### config.mk
export PLATFORM = sky130hd
export DESIGN_NAME = dicdf_edge_unit
export DESIGN_NICKNAME = d
export VERILOG_FILES = /design/src/rtl/dicdf_pkg.sv /design/src/rtl/dicdf_edge_unit.sv
export SDC_FILE = /design/constraint.sdc
export NUM_CORES = 1
export LEC_CHECK = 0
export BUFFER_PORTS_ARGS = -buffer_cell sky130_fd_sc_hd__buf_2
export CAP_MARGIN = 20
export CORE_ASPECT_RATIO = 0.5
export CORE_MARGIN = 3
export CORE_UTILIZATION = 57
export CTS_BUF_LIST = sky130_fd_sc_hd__clkbuf_4
export CTS_CLUSTER_DIAMETER = 40
export DETAILED_ROUTE_END_ITERATION = 6
export PLACE_DENSITY_LB_ADDON = 0.15
export SYNTH_ARGS = -nofsm -noshare
export SYNTH_HDL_FRONTEND = slang
export SYNTH_SLANG_ARGS = --single-unit
### constraint.sdc
create_clock -name clk -period 4.9 [get_ports clk]
set_clock_uncertainty 0.05 [all_clocks]
set_input_delay 0.245 -clock clk [delete_from_list [all_inputs] [get_ports clk]]
set_output_delay 0.245 -clock clk [all_outputs]
set_load 0.05 [all_outputs]
### src/rtl/dicdf_pkg.sv
// Shared widths, function codes and register indexes for the radius sampler.
// No dependencies; every other file in rtl/ imports this package.
package dicdf_pkg;

    // table and bin limits
    localparam int TABLE_DEPTH = 64;
    localparam int MAX_BINS    = 256;

    // field widths
    localparam int DATA_W    = 32;
    localparam int ENTRY_W   = 6;
    localparam int ENTRIES_W = 7;
    localparam int BINC_W    = 9;
    localparam int BINOUT_W  = 8;
    localparam int CFG_IDX_W = 2;

    // bin search: index width, bit-position counter width, edge and midpoint widths
    localparam int BIN_W  = BINC_W;
    localparam int BPOS_W = $clog2(BIN_W);
    localparam int EDGE_W = DATA_W + BIN_W + 1;
    localparam int MID_W  = EDGE_W + 1;

    typedef logic [1:0]           func_t;
    typedef logic [CFG_IDX_W-1:0] cfg_idx_t;

    // request codes
    localparam func_t FUNC_LOAD     = 2'd0;
    localparam func_t FUNC_DRAW     = 2'd1;
    localparam func_t FUNC_CLASSIFY = 2'd2;

    // register indexes
    localparam cfg_idx_t CFG_ENTRIES   = 2'd0;
    localparam cfg_idx_t CFG_BIN_COUNT = 2'd1;
    localparam cfg_idx_t CFG_ORIGIN    = 2'd2;
    localparam cfg_idx_t CFG_WIDTH     = 2'd3;

endpackage

### src/rtl/dicdf_edge_unit.sv
// Shared bin edge unit: edge = origin + step * index, exact, registered.
// Depends on dicdf_pkg.
module dicdf_edge_unit
    import dicdf_pkg::*;
(
    input  logic              clk,
    input  logic [DATA_W-1:0] origin,
    input  logic [DATA_W-1:0] step,
    input  logic [BIN_W-1:0]  index,
    output logic [EDGE_W-1:0] edge_value
);

    logic [EDGE_W-1:0] edge_val_reg;
    logic [EDGE_W-1:0] edge_val_next;

    // one 32x9 multiply plus the origin add
    always_comb
    begin
        edge_val_next = EDGE_W'(step) * EDGE_W'(index) + EDGE_W'(origin);
    end

    always_ff @(posedge clk)
    begin
        edge_val_reg <= edge_val_next;
    end

    assign edge_value = edge_val_reg;

endmodule
==> metrics.yaml <==
status: "finished with violations"
violations: "setup timing"
h-tree-depth: 2
max_freq_ghz: 0.199
grt_use_met3_pct: 3.13
netlist_instances: 1203
cts_buffers: 5
grt_max_degree: 21
min_path_type: "primary input to flop"
synth_area_sq_mm: 0.0109
fp.dieH_um: 104
antenna_found_initial: 0
grt_first_pass_wirelength_um: 46700
stdcell_count: 1764
wire_per_inst_um: 16.4
finalNetCount: 1898
synth.distinct_cells: 54
period_minus_slack_ns: 5.02
rsz0062_at_grt: "yes"
drc: 0
setup_viol: 7
hold_violations: 0
finalWorstSetupSlack_ns: -0.124
synth-edff-count: 0
drive_gt1_share_pct: 31.0
vias: 9293
area_growth_pct: 32.1
drt-pass1-iter-count: 5
critPathArrivalTime_ns: 5.29
num_antenna_cells: 0
yosys_most_used_dff: "dfxtp_1"
slew_headroom_pct: 69.0
ctsHoldBuffers: 0
startpoint_type: "primary input"
synth_area_leaders: "fa_1 (44%), and2_1 (9.7%), ha_1 (9.0%)"
cts_root_buf: "clkbuf_4"
ys_seq_area_share_pct: 7.69
top_usage_layer: "met2"
grt.met2_usage_pct: 50.2
largest_reg_flops: 42
postRouteAntennaNets: 0
final_common_cell: "inv_1"
fin_tns_setup_ns: -0.511
cp_max_fo: 8
synth_top_cell_by_area: "fa_1"
dieArea_sq_mm: 0.0210
num_rows: 35
gr-usage-met1_pct: 35.6
pin_count: 116
ys_ff_latch: 42
core_sq_mm: 0.0186
clkTransAtPathRegs_ns: 0.14
hpwlAfterDp_um: 22900
critPathKind: "primary input to flop"
crit_required_ns: 5.16
portBuffers: 115
yosysTopAreaCellShare_pct: 44.0
endpoint_kind: "flop"
die_w_um: 202
worstHoldStart: "origin[0]"
cts.sinks: 42
tightestPinTransition_ns: 0.462
via_per_inst: 5.27
grt_pass1_vias: 9864
report.final.slew_viol_count: 0
cts_tree: "yes"
grt-ovfl-total: 0
utilization_pct: 77.5
async_reset_ff_share_pct: 0
clockBufferDepth: 2
synth_fp_nets: 1596
avgSynthCellArea_sq_um: 9.08
mostFrequentLayoutCells: "inv_1 (252), fa_1 (229), buf_4 (197), and2_1 (148), nand2_1 (137)"
start_util_pct: 58.7
groute.usage.overall_pct: 27.5
dp.cells: 1726
hold_end: "edge_value[0]"
wl_um: 28900
holdPathStages: 2
whs_ns: 0.00554
period_share_pct: 103
ys_warn_count: 0
place.gp.congestion: 0.866
drv_cap: 0
drt_iter0_markers: 449
-- routing by layer --
layer | routed length [um] | up-vias
met2 | 15700 | 223
met3 | 1390 | 52
met4 | 600 | 0
li1 | - | 4248
met1 | 11300 | 4770
met5 | 0 | -
-- cells in the mapped netlist (2+ instances only) --
| cell | instances |
|---|---|
| inv_1 | 260 |
| fa_1 | 240 |
| and2_1 | 169 |
| nand2_1 | 143 |
| ha_1 | 79 |
| dfxtp_1 | 42 |
| clkbuf_1 | 39 |
| a21oi_1 | 37 |
| xnor2_1 | 22 |
| a21o_1 | 21 |
| nor2_1 | 20 |
| o21ai_0 | 18 |
| xor2_1 | 14 |
| nand3_1 | 10 |
| o21bai_1 | 9 |
| and3_1 | 8 |
| a31oi_1 | 7 |
| nor3_1 | 5 |
| o211ai_1 | 5 |
| o31ai_1 | 5 |
| nand4_1 | 4 |
| o21a_1 | 3 |
| a211o_1 | 2 |
| a211oi_1 | 2 |
| a21boi_0 | 2 |
| a221oi_1 | 2 |
| a31o_2 | 2 |
| a41oi_1 | 2 |
| nand2b_1 | 2 |
| nor2b_1 | 2 |
| nor4_1 | 2 |
| o2111ai_1 | 2 |
| o221ai_1 | 2 |
-- cell families after synthesis --
group           synth area share [%]
simple gates                    17.6
fa+ha+maj                       53.0
xor+xnor                        2.89
buf+inv                         10.3
flops                           7.69
compound gates                  8.37
mux                           0.0916
-- layout make-up --
class	count	area [sq um]
Timing Repair Buffer	335	2590
Clock buffer	5	37.5
Tap cell	259	324
Clock inverter	2	15.0
Fill cell	1305	4180
Sequential cell	42	841
Inverter	260	976
Multi-Input combinational cell	861	9650
-- how the worst max path moves through the flow --
stage,from,end,slack (ns),cells past startpoint
final,index[7],edge_value[35],-0.12,20
after global placement,index[0],edge_value[35],-0.70,19
after detailed placement,index[0],edge_value[35],-0.89,19
after floorplan,index[5],edge_value[39],-0.16,18
after global routing,index[8],edge_value[35],-0.28,21
after CTS,index[7],edge_value[35],-0.11,20
-- repair_timing --
action | in CTS | in global routing
endpoints found under the hold margin | 0 | 0
gates cloned | 5 | 1
gates resized for setup | 105 | 74
pin swaps | 51 | 54
endpoints found under the setup margin | 21 | 18
setup buffers | 10 | 18
-- critical path, stage by stage --
cell       delay (ns)
buf_8            0.11
buf_6            0.12
and2_1           0.15
fa_1             0.50
fa_1             0.60
fa_2             0.45
fa_1             0.49
inv_1            0.05
fa_1             0.50
inv_2            0.05
ha_4             0.15
a21o_1           0.21
a221oi_4         0.30
a2bb2oi_2        0.20
nand2_2          0.12
a21bo_4          0.24
a2111oi_4        0.27
buf_4            0.21
o21ai_1          0.06
a311oi_1         0.26
-- stage by stage --
stage,instance area [sq um],setup slack (ns)
2_1_floorplan,11100,-0.158
3_3_place_gp,13300,-0.699
3_5_place_dp,13300,-0.889
4_1_cts,14000,-0.113
5_1_grt,14400,-0.278
6_report,14400,-0.124
Power is left out: the tool's default activity adds up to more than one toggle a clock period on the data nets, which glitch-free logic cannot reach.
